--- src/rtl/core/fhd_pkg.sv ---
`timescale 1ns / 1ps
`default_nettype none
// ----------------------------------------------------------------------------
// fhd_pkg - frame header deframer shared definitions
// Header layout constants, result codes, parser phase and result word type.
// ----------------------------------------------------------------------------
package fhd_pkg;

  // header layout (byte offsets, little endian)
  localparam int HDR_BYTES = 16;
  localparam int OFS_TYPE  = 6;
  localparam int OFS_ID    = 8;
  localparam int OFS_LEN   = 12;
  localparam int POS_W     = $clog2(HDR_BYTES);

  // result queue
  localparam int QUEUE_DEPTH = 4;
  localparam int QPTR_W      = $clog2(QUEUE_DEPTH);
  localparam int QCNT_W      = $clog2(QUEUE_DEPTH + 1);

  // configuration register indexes
  localparam logic [1:0] CFG_MAGIC   = 2'd0;
  localparam logic [1:0] CFG_VERSION = 2'd1;
  localparam logic [1:0] CFG_MAX_LEN = 2'd2;

  // reset values of the configuration registers
  localparam logic [31:0] MAGIC_RST   = 32'd0;
  localparam logic [7:0]  VERSION_RST = 8'd1;
  localparam logic [31:0] MAX_LEN_RST = 32'd16777216;

  typedef enum logic [1:0] {
    PH_HEADER  = 2'd0,
    PH_PAYLOAD = 2'd1,
    PH_DRAIN   = 2'd2
  } phase_t;

  typedef enum logic [1:0] {
    K_HEADER = 2'd0,
    K_BYTE   = 2'd1,
    K_ERROR  = 2'd2
  } kind_t;

  typedef enum logic [2:0] {
    S_OK      = 3'd0,
    S_TRUNC   = 3'd1,
    S_MAGIC   = 3'd2,
    S_VERSION = 3'd3,
    S_LARGE   = 3'd4
  } status_t;

  typedef struct packed {
    kind_t        kind;
    status_t      status;
    logic [7:0]   frame_flags;
    logic [15:0]  frame_type;
    logic [31:0]  frame_tag;
    logic [31:0]  payload_length;
    logic [7:0]   payload_byte;
    logic         last_of_frame;
  } result_t;

endpackage
`default_nettype wire

--- src/rtl/core/frame_header_deframer.sv ---
`timescale 1ns / 1ps
`default_nettype none
// ----------------------------------------------------------------------------
// frame_header_deframer - magic/version/length frame parser
// Gathers a 16-byte little-endian header from a byte stream, checks it and
// forwards the payload bytes, reporting errors and truncation.
// ----------------------------------------------------------------------------
// Takes one byte per cycle while the input is ready. Each accepted byte is
// parsed in the cycle it is taken (header byte gather, or one 32-bit length
// step and compare) and its results, if any and at most two, are written
// straight into a four-word result queue whose head drives out_. The input
// is ready whenever at least two queue slots are free, so with the output side
// ready the block sustains one byte per cycle; a buffer's final byte can
// raise both a result and a truncation word. Bytes after the payload or after
// a failed header are dropped, and the parser rearms after every byte
// flagged in_tlast. Configuration writes are taken at any time (cfg_ready is
// tied high) but should be made only while the block is idle.
// ----------------------------------------------------------------------------
module frame_header_deframer (
  input  wire logic         clk,
  input  wire logic         rst_n,
  // byte input
  input  wire logic         in_tvalid,
  output logic              in_tready,
  input  wire logic [7:0]   in_tdata,   // [7:0] byte_in
  input  wire logic         in_tlast,   // end_of_buffer
  // results
  output logic              out_tvalid,
  input  wire logic         out_tready,
  // [2:0] status, [10:3] frame_flags, [26:11] frame_type,
  // [58:27] frame_tag, [90:59] payload_length, [98:91] payload_byte,
  // [103:99] zero
  output logic [103:0]      out_tdata,
  output logic [1:0]        out_tuser,  // [1:0] kind
  output logic              out_tlast,  // last_of_frame
  // configuration writes
  input  wire logic         cfg_valid,
  output logic              cfg_ready,
  input  wire logic [1:0]   cfg_index,
  input  wire logic [31:0]  cfg_data
);

  localparam int PW = fhd_pkg::POS_W;

  // --- configuration -------------------------------------------------------
  logic [31:0] magic_r;
  logic [7:0]  version_r;
  logic [31:0] max_len_r;

  assign cfg_ready = 1'b1;

  always_ff @(posedge clk) begin
    if (!rst_n) begin
      magic_r   <= fhd_pkg::MAGIC_RST;
      version_r <= fhd_pkg::VERSION_RST;
      max_len_r <= fhd_pkg::MAX_LEN_RST;
    end else if (cfg_valid && cfg_ready) begin
      case (cfg_index)
        fhd_pkg::CFG_MAGIC:   magic_r   <= cfg_data;
        fhd_pkg::CFG_VERSION: version_r <= cfg_data[7:0];
        fhd_pkg::CFG_MAX_LEN: max_len_r <= cfg_data;
        default: ;  // unused index: ignored
      endcase
    end
  end

  // --- parser state --------------------------------------------------------
  fhd_pkg::phase_t phase_r, phase_nxt;
  logic [PW-1:0]   pos_r, pos_nxt;
  logic [31:0]     rem_r, rem_nxt;
  // header bytes 0..14; byte 15 is taken straight off the input
  logic [7:0]      hdr_r [0:fhd_pkg::HDR_BYTES-2];

  logic in_acc;
  logic out_acc;
  assign in_acc  = in_tvalid && in_tready;
  assign out_acc = out_tvalid && out_tready;

  // assembled header fields, valid on the byte that completes the header
  logic [31:0] hdr_magic;
  logic [7:0]  hdr_version;
  logic [7:0]  hdr_flags;
  logic [15:0] hdr_type;
  logic [31:0] hdr_id;
  logic [31:0] hdr_len;
  logic [31:0] rem_dec;
  logic        hdr_last_byte;

  assign hdr_magic   = {hdr_r[3], hdr_r[2], hdr_r[1], hdr_r[0]};
  assign hdr_version = hdr_r[4];
  assign hdr_flags   = hdr_r[5];
  assign hdr_type    = {hdr_r[fhd_pkg::OFS_TYPE+1], hdr_r[fhd_pkg::OFS_TYPE]};
  assign hdr_id      = {hdr_r[fhd_pkg::OFS_ID+3], hdr_r[fhd_pkg::OFS_ID+2],
                        hdr_r[fhd_pkg::OFS_ID+1], hdr_r[fhd_pkg::OFS_ID]};
  assign hdr_len     = {in_tdata, hdr_r[fhd_pkg::OFS_LEN+2],
                        hdr_r[fhd_pkg::OFS_LEN+1], hdr_r[fhd_pkg::OFS_LEN]};
  assign rem_dec       = rem_r - 32'd1;
  assign hdr_last_byte = (pos_r == PW'(fhd_pkg::HDR_BYTES - 1));

  // results raised by the current byte
  fhd_pkg::result_t res0, res1, trunc_res;
  logic [1:0]       push_n;
  fhd_pkg::status_t hdr_status;

  always_comb begin
    trunc_res        = '0;
    trunc_res.kind   = fhd_pkg::K_ERROR;
    trunc_res.status = fhd_pkg::S_TRUNC;
    trunc_res.last_of_frame = 1'b1;

    // checks in order: magic, version, length cap
    if (hdr_magic != magic_r)        hdr_status = fhd_pkg::S_MAGIC;
    else if (hdr_version != version_r) hdr_status = fhd_pkg::S_VERSION;
    else if (hdr_len > max_len_r)    hdr_status = fhd_pkg::S_LARGE;
    else                             hdr_status = fhd_pkg::S_OK;

    res0      = '0;
    res1      = trunc_res;
    push_n    = 2'd0;
    phase_nxt = phase_r;
    pos_nxt   = pos_r;
    rem_nxt   = rem_r;

    case (phase_r)
      fhd_pkg::PH_HEADER: begin
        if (hdr_last_byte) begin
          pos_nxt = '0;
          push_n  = 2'd1;
          if (hdr_status != fhd_pkg::S_OK) begin
            res0.kind          = fhd_pkg::K_ERROR;
            res0.status        = hdr_status;
            res0.last_of_frame = 1'b1;
            phase_nxt          = fhd_pkg::PH_DRAIN;
          end else begin
            res0.kind           = fhd_pkg::K_HEADER;
            res0.status         = fhd_pkg::S_OK;
            res0.frame_flags    = hdr_flags;
            res0.frame_type     = hdr_type;
            res0.frame_tag      = hdr_id;
            res0.payload_length = hdr_len;
            res0.last_of_frame  = (hdr_len == 32'd0);
            if (hdr_len == 32'd0) begin
              phase_nxt = fhd_pkg::PH_DRAIN;
            end else begin
              phase_nxt = fhd_pkg::PH_PAYLOAD;
              rem_nxt   = hdr_len;
              if (in_tlast) push_n = 2'd2;  // header then truncation
            end
          end
        end else begin
          pos_nxt = pos_r + PW'(1);
          if (in_tlast) begin
            res0   = trunc_res;
            push_n = 2'd1;
          end
        end
      end
      fhd_pkg::PH_PAYLOAD: begin
        rem_nxt            = rem_dec;
        res0.kind          = fhd_pkg::K_BYTE;
        res0.status        = fhd_pkg::S_OK;
        res0.payload_byte  = in_tdata;
        res0.last_of_frame = (rem_dec == 32'd0);
        push_n             = 2'd1;
        if (rem_dec == 32'd0) phase_nxt = fhd_pkg::PH_DRAIN;
        else if (in_tlast)    push_n = 2'd2;
      end
      default: ;  // drain: byte dropped
    endcase

    // rearm on the buffer's final byte
    if (in_tlast) begin
      phase_nxt = fhd_pkg::PH_HEADER;
      pos_nxt   = '0;
      rem_nxt   = 32'd0;
    end
  end

  always_ff @(posedge clk) begin
    if (!rst_n) begin
      phase_r <= fhd_pkg::PH_HEADER;
      pos_r   <= '0;
      rem_r   <= 32'd0;
    end else if (in_acc) begin
      phase_r <= phase_nxt;
      pos_r   <= pos_nxt;
      rem_r   <= rem_nxt;
    end
  end

  // header byte capture; never cleared, every byte is rewritten before use
  always_ff @(posedge clk) begin
    for (int i = 0; i < fhd_pkg::HDR_BYTES - 1; i++) begin
      if (in_acc && phase_r == fhd_pkg::PH_HEADER && pos_r == PW'(i)) begin
        hdr_r[i] <= in_tdata;
      end
    end
  end

  // --- result queue ----------------------------------------------------------
  localparam int QW = fhd_pkg::QPTR_W;
  localparam int CW = fhd_pkg::QCNT_W;

  fhd_pkg::result_t q_r [0:fhd_pkg::QUEUE_DEPTH-1];
  logic [QW-1:0]    wr_ptr_r, rd_ptr_r;
  logic [CW-1:0]    cnt_r, cnt_nxt;
  logic [1:0]       push_acc;

  // room for the worst case of two words per byte
  assign in_tready = (cnt_r <= CW'(fhd_pkg::QUEUE_DEPTH - 2));
  assign push_acc  = in_acc ? push_n : 2'd0;
  assign cnt_nxt   = cnt_r + CW'(push_acc) - CW'(out_acc);

  always_ff @(posedge clk) begin
    if (!rst_n) begin
      wr_ptr_r <= '0;
      rd_ptr_r <= '0;
      cnt_r    <= '0;
    end else begin
      wr_ptr_r <= wr_ptr_r + QW'(push_acc);
      rd_ptr_r <= rd_ptr_r + QW'(out_acc);
      cnt_r    <= cnt_nxt;
    end
  end

  always_ff @(posedge clk) begin
    if (push_acc != 2'd0) q_r[wr_ptr_r]          <= res0;
    if (push_acc == 2'd2) q_r[wr_ptr_r + QW'(1)] <= res1;
  end

  fhd_pkg::result_t head;
  assign head       = q_r[rd_ptr_r];
  assign out_tvalid = (cnt_r != '0);
  assign out_tuser  = head.kind;
  assign out_tlast  = head.last_of_frame;
  assign out_tdata  = {5'd0, head.payload_byte, head.payload_length, head.frame_tag,
                       head.frame_type, head.frame_flags, head.status};

  // --- assertions ----------------------------------------------------------
  // queue never overfills
  assert property (@(posedge clk) disable iff (!rst_n)
    cnt_r <= CW'(fhd_pkg::QUEUE_DEPTH))
    else $error("result queue overflow");

  // a second word per byte only comes from a truncated buffer
  assert property (@(posedge clk) disable iff (!rst_n)
    (in_acc && push_n == 2'd2) |-> in_tlast)
    else $error("double result without end of buffer");

  // dropped bytes raise nothing
  assert property (@(posedge clk) disable iff (!rst_n)
    (in_acc && phase_r == fhd_pkg::PH_DRAIN) |-> (push_n == 2'd0))
    else $error("result raised while draining");

  // parser rearms after the final byte
  assert property (@(posedge clk) disable iff (!rst_n)
    (in_acc && in_tlast) |=> (phase_r == fhd_pkg::PH_HEADER && pos_r == '0))
    else $error("parser not rearmed after end of buffer");

endmodule
`default_nettype wire
--- config.mk ---
export PLATFORM = sky130hd
export DESIGN_NAME = frame_header_deframer
export DESIGN_NICKNAME = d
export VERILOG_FILES = /design/src/rtl/core/fhd_pkg.sv /design/src/rtl/core/frame_header_deframer.sv
export SDC_FILE = /design/constraint.sdc
export NUM_CORES = 1
export LEC_CHECK = 0
export BUFFER_PORTS_ARGS = -buffer_cell sky130_fd_sc_hd__buf_4
export CAP_MARGIN = 20
export CORE_UTILIZATION = 60
export DETAILED_ROUTE_END_ITERATION = 8
export PLACE_DENSITY_LB_ADDON = 0.2
export RECOVER_POWER = 25
export SLEW_MARGIN = 10
export SYNTH_ARGS = -nofsm -noshare
export SYNTH_HDL_FRONTEND = slang
export SYNTH_SLANG_ARGS = --single-unit
--- constraint.sdc ---
create_clock -name clk -period 5.1 [get_ports clk]
set_clock_uncertainty 0.05 [all_clocks]
set_input_delay 1.02 -clock clk [delete_from_list [all_inputs] [get_ports clk]]
set_output_delay 1.02 -clock clk [all_outputs]
set_load 0.01 [all_outputs]
==> impl_metrics.csv, run 1 <==
group,metric,value,unit
cells_and_area,final_common_cell,"dfxtp_1",
logic_synthesis,synthMuxAreaShare,0.0904,
logic_synthesis,synth-simple-area-share,0.110,
clocking,tritoncts,"done",
cells_and_area,postLayoutCoreUtil,0.693,
timing,grt_setup_unrepaired,"no",
clocking,hold_buffers,0,
floorplanning,num_io_pins,158,
placed_design,io_buffer_count,151,
routing,antenna_left,0,
floorplanning,dieWidth,212,microns
floorplanning,die_h,212,microns
logic_synthesis,yosysSeqAreaShare,0.532,
timing,tightest_slew,2.50,ns
critical_path,r2r-end,"cnt_r[2]",
placed_design,place_hpwl,44500,microns
routing,remaining_drc_errors,0,
timing,tns,0,ns
clocking,path_clk_slew,0.06,ns
pwr,peakVddDrop,0.000243,V
floorplanning,floorplan.die_area,45000,sq um
timing,drv_slew,72,
timing,max_clock_freq,214,MHz
hold_path,hold_start,"q_r[1][100]",
cells_and_area,n_antenna_cell,0,
critical_path,path_common_cell,"and2_1",
status,violations,"capacitance limit, slew limit",
routing,wire_per_inst,24.0,microns
status,status,"finished with violations",
clocking,cts_resized,0,
clocking,cts_sinks,645,
global_route,grt_pass1_vias,20278,
logic_synthesis,synthFlopType,"dfxtp_1",
routing,via_count,20229,
timing,hold_violations,0,
placed_design,dpl_cell_area,28000,sq um
critical_path,worstPathMaxFanout,23,
critical_path,critPathLaunchType,"input port",
global_route,grt_pass1_wl,115000,microns
timing,fin_crit,4.68,ns
cells_and_area,design_area,30000,sq um
critical_path,crit_slowest_cell,"clkbuf_1",
timing,setup_viol,0,
logic_synthesis,synth_top_family_by_area,"compound AO/OA/AOI/OAI gates",
clocking,clock_path_buffers,3,
routing,wirelength,74000,microns
floorplanning,start_util,0.611,
critical_path,crit_chain,"buf_4, clkbuf_1, nor4_1, and4_1, and2_1, or3_1, o41a_1, a211oi_4, nand2_1, ha_1, fa_1, xor2_1, xnor2_1, and2_1",
floorplanning,core,43400,sq um
timing,fin_crit_sh,0.917,
global_route,antenna_found_initial,0,
clocking,post-cts-setup-buffers,0,
routing,drtPass1Iterations,8,
clocking,numCtsBuffers,66,
timing,setup_slack,0.423,ns
placed_design,detailedPlace.worstSlack,0.253,ns
cells_and_area,final_cell_mix,"523 x dfxtp_1, 360 x nand2_1, 190 x a22o_1",
routing,viasPerCell,6.57,
logic_synthesis,syn_inst,2371,
critical_path,max_stage_delay,1.07,ns
job,maxCapViolCount,1,
hold_path,min_to,"q_r[1][100]",
logic_synthesis,yosys_warnings,0,
cells_and_area,area_growth,13.3,%
critical_path,critPathArrivalTime,5.09,ns
logic_synthesis,ys_ff_latch,645,
hold_path,hp-class,"flip-flop to flip-flop",
logic_synthesis,synth_cell_type_count,77,
pwr,leakage,10.9,nW
pwr,p_per_area,373,nW/um^2
global_route,grt_overflow_total,0,
global_route,track_usage,0.330,
logic_synthesis,synth_area,26500,sq um
clocking,cts-root-buf,"clkbuf_16",
critical_path,timing.rr.start,"rem_r[0]",
clocking,cts_max_level,3,
cells_and_area,drive_above_1_share,0.167,
logic_synthesis,synth_compound_area_frac,0.186,
cells_and_area,nets,2536,
global_route,grt_max_degree,101,
logic_synthesis,synth-xor-area-share,0.0172,
critical_path,cp.required,5.51,ns
logic_synthesis,async_reset_ff_frac,0,
placed_design,gp_congestion,0.911,
clocking,worstSkewPairLatency,0.58,ns
critical_path,crit_type,"input port to flip-flop",
routing,drt-initial-drc-count,2155,
timing,relSlewSlack,-0.666,
logic_synthesis,synthAdderAreaFrac,0.0211,
logic_synthesis,synth_edf_count,120,
critical_path,worst-r2r-cell-count,18,
hold_path,holdPathStages,1,
critical_path,worstSetupEndpointType,"flip-flop",
floorplanning,fp-row-count,76,
logic_synthesis,syn_avg_cell_area,11.2,sq um
critical_path,reg2reg_slack,0.76,ns
==> stage by stage <==
stage | power [mW] | instances | hold WS [ns]
after global placement | 6.58 | 2959 | 0.379
after floorplan | 6.22 | 2375 | 0.371
final | 11.2 | 3078 | 0.404
after CTS | 11.2 | 3077 | 0.400
after detailed placement | 6.60 | 2960 | 0.386
after global routing | 11.5 | 3078 | 0.417
==> per-layer routing <==
metal / track usage / wire (microns) / vias to the layer above
li1: - / - / 8984
met4: 0.135 / 2630 / 0
met3: 0.0502 / 5400 / 168
met1: 0.428 / 29700 / 10171
met2: 0.553 / 36200 / 906
met5: 0 / 0 / -
==> kinds of logic (layout without fill, tap and decap cells) <==
family | count (synthesis) | after routing
flops | 645 | 645
compound gates | 644 | 644
simple gates | 624 | 624
buf+inv | 248 | 366
mux | 112 | 112
xor+xnor | 52 | 52
fa+ha+maj | 44 | 44
other cells | 2 | 6
==> final cells by class <==
type,instances,area [sq um]
clock inverter,26,249
sequential,645,14100
tap,585,732
fill,3229,13300
timing repair buffer,197,1550
inverter,52,195
multi-input combinational,1482,11300
clock buffer,91,1850
==> worst max-delay path: cells and delay by family <==
kind / cells / cell delay (ns)
simple gates: 6 / 1.16
xor+xnor: 2 / 0.29
buf+inv: 2 / 1.18
compound gates: 2 / 0.64
fa+ha+maj: 2 / 0.78
==> state kept, by name (all words and copies together) (netlist names) <==
signal     flops
hdr_r        120
pos_r          4
rem_r         32
magic_r       32
wr_ptr_r       2
phase_r        2
q_r          408
max_len_r     32
rd_ptr_r       2
version_r      8
cnt_r          3
==> power by group <==
group          total, mW  switching, mW  internal, mW
registers           5.47          0.192          5.28
logic               1.02          0.597         0.422
clock network       4.72           1.97          2.75
==> worst max path at each step <==
stage / start / endpoint / slack [ns] / depth (start not counted)
2_1_floorplan: in_tdata[7] / cnt_r[2] / 0.72 / 12
3_3_place_gp: in_tdata[7] / cnt_r[2] / 0.33 / 13
3_5_place_dp: in_tdata[7] / cnt_r[2] / 0.25 / 13
4_1_cts: rem_r[0] / cnt_r[2] / 0.81 / 18
5_1_grt: in_tdata[2] / cnt_r[2] / 0.34 / 14
6_report: in_tdata[2] / cnt_r[2] / 0.42 / 14
==> synthesized netlist by cell type, types with 9 or more instances <==
cell type  number  share of area
mux4_2        102          0.087
a32o_1        102          0.039
dfxtp_1       525           0.40
a21oi_1        64          0.012
and3_1          9         0.0021
a21boi_0       64          0.018
clkbuf_1      135          0.019
mux2i_1        10         0.0038
buf_1          25         0.0035
a22o_1        190          0.063
o22ai_1        11         0.0026
inv_1          51         0.0072
nand4_1        26         0.0061
nor2_1         74          0.010
nand2b_1       11         0.0026
nor2b_1        12         0.0028
ha_1           43          0.020
nor3_1         28         0.0053
and2_1         10         0.0024
o211ai_1       16         0.0045
nor4_1         20         0.0047
nand3_1        19         0.0036
o21ai_0       125          0.024
nand2_1       362          0.051
or3_1          10         0.0024
xnor2_1        44          0.015
buf_6          22         0.0093
edfxtp_1      120           0.14
Note: power is estimated with default switching activity, not from simulation.
==> inputs of run 2 (changes only) <==
--- a/config.mk
+++ b/config.mk
@@ -6,7 +6,7 @@
 export NUM_CORES = 1
 export LEC_CHECK = 0
 export BUFFER_PORTS_ARGS = -buffer_cell sky130_fd_sc_hd__buf_4
-export CAP_MARGIN = 20
+export CORE_ASPECT_RATIO = 0.9
 export CORE_UTILIZATION = 60
 export DETAILED_ROUTE_END_ITERATION = 8
 export PLACE_DENSITY_LB_ADDON = 0.2
==> run 2 against run 1 <==
- the flow still finishes with violations (capacitance limit, slew limit)
- register-to-register slack worse by 0.04 ns
- non-clock buffer count grew 7
- via count is 0.21% higher
- hold slack worse by 0.0021 ns
- sequential power barely moved
- setup slack got worse by 0.034 ns
- combinational power hardly changed
- sequential share of layout area rose by 0.051 points
- power fell by 1.0%
- critical path type unchanged
- largest cell class unchanged
- largest power group unchanged
- highest routed layer unchanged
==> impl_metrics.csv, run 2 (synthesized netlist as in run 1, its figures left out) <==
group,metric,value,unit
cells_and_area,area_growth,13.2,%
timing,relSlewSlack,-0.220,
critical_path,cp.required,5.57,ns
critical_path,worstSetupEndpointType,"flip-flop",
clocking,clock_path_buffers,3,
clocking,worstSkewPairLatency,0.65,ns
timing,setup_viol,0,
cells_and_area,design_area,30000,sq um
clocking,hold_buffers,0,
routing,drtPass1Iterations,6,
status,status,"finished with violations",
placed_design,dpl_cell_area,28000,sq um
routing,antenna_left,0,
routing,drt-initial-drc-count,1986,
hold_path,holdPathStages,1,
placed_design,io_buffer_count,151,
routing,viasPerCell,6.65,
cells_and_area,final_common_cell,"dfxtp_1",
pwr,p_sw,2.77,mW
critical_path,crit_type,"input port to flip-flop",
pwr,peakVddDrop,0.000258,V
cells_and_area,nets,2536,
pwr,p_comb_frac,0.095,
critical_path,critPathArrivalTime,5.18,ns
routing,wire_per_inst,24.1,microns
timing,tightest_slew,1.83,ns
clocking,cts-root-buf,"clkbuf_16",
floorplanning,core,43200,sq um
global_route,grt_max_degree,101,
cells_and_area,drive_above_1_share,0.170,
floorplanning,die_h,201,microns
timing,grt_setup_unrepaired,"no",
clocking,cts_sinks,645,
clocking,tritoncts,"done",
critical_path,worstPathMaxFanout,25,
timing,max_clock_freq,212,MHz
pwr,p_seq_frac,0.491,
cells_and_area,largest_reg_flops,408,
cells_and_area,instances_no_fill,3050,
pwr,p_per_area,370,nW/um^2
job,maxCapViolCount,3,
floorplanning,floorplan.die_area,45000,sq um
global_route,grt_pass1_vias,20159,
timing,fin_crit_sh,0.924,
placed_design,dpl.cell_count,2938,
routing,via_count,20271,
cells_and_area,reg.largest.list,"q_r (408), hdr_r (120)",
critical_path,critPathLaunchType,"input port",
critical_path,worst-r2r-cell-count,16,
timing,drv_slew,80,
pwr,p_clk_frac,0.414,
floorplanning,start_util,0.613,
floorplanning,fp-row-count,72,
pwr,switching_share,0.249,
placed_design,place_hpwl,43900,microns
clocking,cts_max_level,2,
pwr,p_int,8.33,mW
routing,wirelength,73500,microns
cells_and_area,final_cell_mix,"523 x dfxtp_1, 360 x nand2_1, 190 x a22o_1",
timing,tns,0,ns
global_route,antenna_found_initial,1,
placed_design,gp_congestion,0.946,
clocking,numCtsBuffers,59,
floorplanning,num_io_pins,158,
clocking,path_clk_slew,0.06,ns
cells_and_area,largest-register,"q_r",
pwr,power,11.1,mW
timing,hold_violations,0,
hold_path,hp-class,"flip-flop to flip-flop",
clocking,cts_resized,0,
global_route,track_usage,0.326,
cells_and_area,fill_cells,3127,
global_route,grt_overflow_total,0,
timing,fin_crit,4.71,ns
status,violations,"capacitance limit, slew limit",
clocking,post-cts-setup-buffers,0,
routing,remaining_drc_errors,0,
floorplanning,dieWidth,224,microns
global_route,grt_pass1_wl,115000,microns
pwr,leakage,10.9,nW
## run 2: final cells by class
class                   count  area (sq um)  area share
flip-flops and latches    645         14100       0.471
multi-input cells        1482         11300       0.378
clock buffers              86          1770      0.0591
repair buffers            204          1600      0.0535
well taps                 555           694      0.0231
clock inverters            25           277     0.00922
inverters                  52           195     0.00651
diodes                      1          2.50   0.0000834
## run 2: per-stage QoR
| stage | hold WS [ns] | utilization | worst slack, ns |
|---|---|---|---|
| after floorplan | 0.371 | - | 0.721 |
| after global placement | 0.378 | 0.648 | 0.460 |
| after detailed placement | 0.389 | 0.648 | 0.393 |
| after CTS | 0.402 | 0.695 | 0.783 |
| after global routing | 0.413 | 0.694 | 0.259 |
| final | 0.402 | 0.694 | 0.389 |
## run 2: layer usage
layer	GRT usage	part of all wire	wire, microns	up-vias
met2	0.531	0.48	35000	1000
li1	-	-	-	8966
met5	0	0	0	-
met4	0.116	0.031	2250	0
met3	0.0488	0.082	6030	161
met1	0.444	0.41	30300	10144
## run 2: critical path, stage by stage
cell and delay (ns):
buf_4 0.09, clkbuf_1 1.30, nor4_1 0.04, and4_1 0.28
and2_1 0.15, or3_1 0.36, o41a_1 0.39, a211oi_4 0.26
nand2_1 0.08, ha_1 0.32, fa_1 0.44, xor2_1 0.16
xnor2_1 0.12, and2_1 0.15
## run 2: worst paths after layout
path,start,end,slack (ns)
worst min-delay path,q_r[3][100],q_r[3][100],0.40
worst min register to register,q_r[3][100],q_r[3][100],0.40
worst max-delay path,in_tdata[6],cnt_r[2],0.39
worst max register to register,rem_r[18],cnt_r[2],0.72
## run 2: power by group through the flow
stage / Combinational, mW / Sequential [mW] / Clock (mW)
global route: 1.12 / 5.46 / 4.85
detailed placement: 1.05 / 5.56 / 0
global placement: 1.04 / 5.56 / 0
CTS: 1.06 / 5.45 / 4.63
finish: 1.05 / 5.45 / 4.60
floorplan: 0.789 / 5.43 / 0
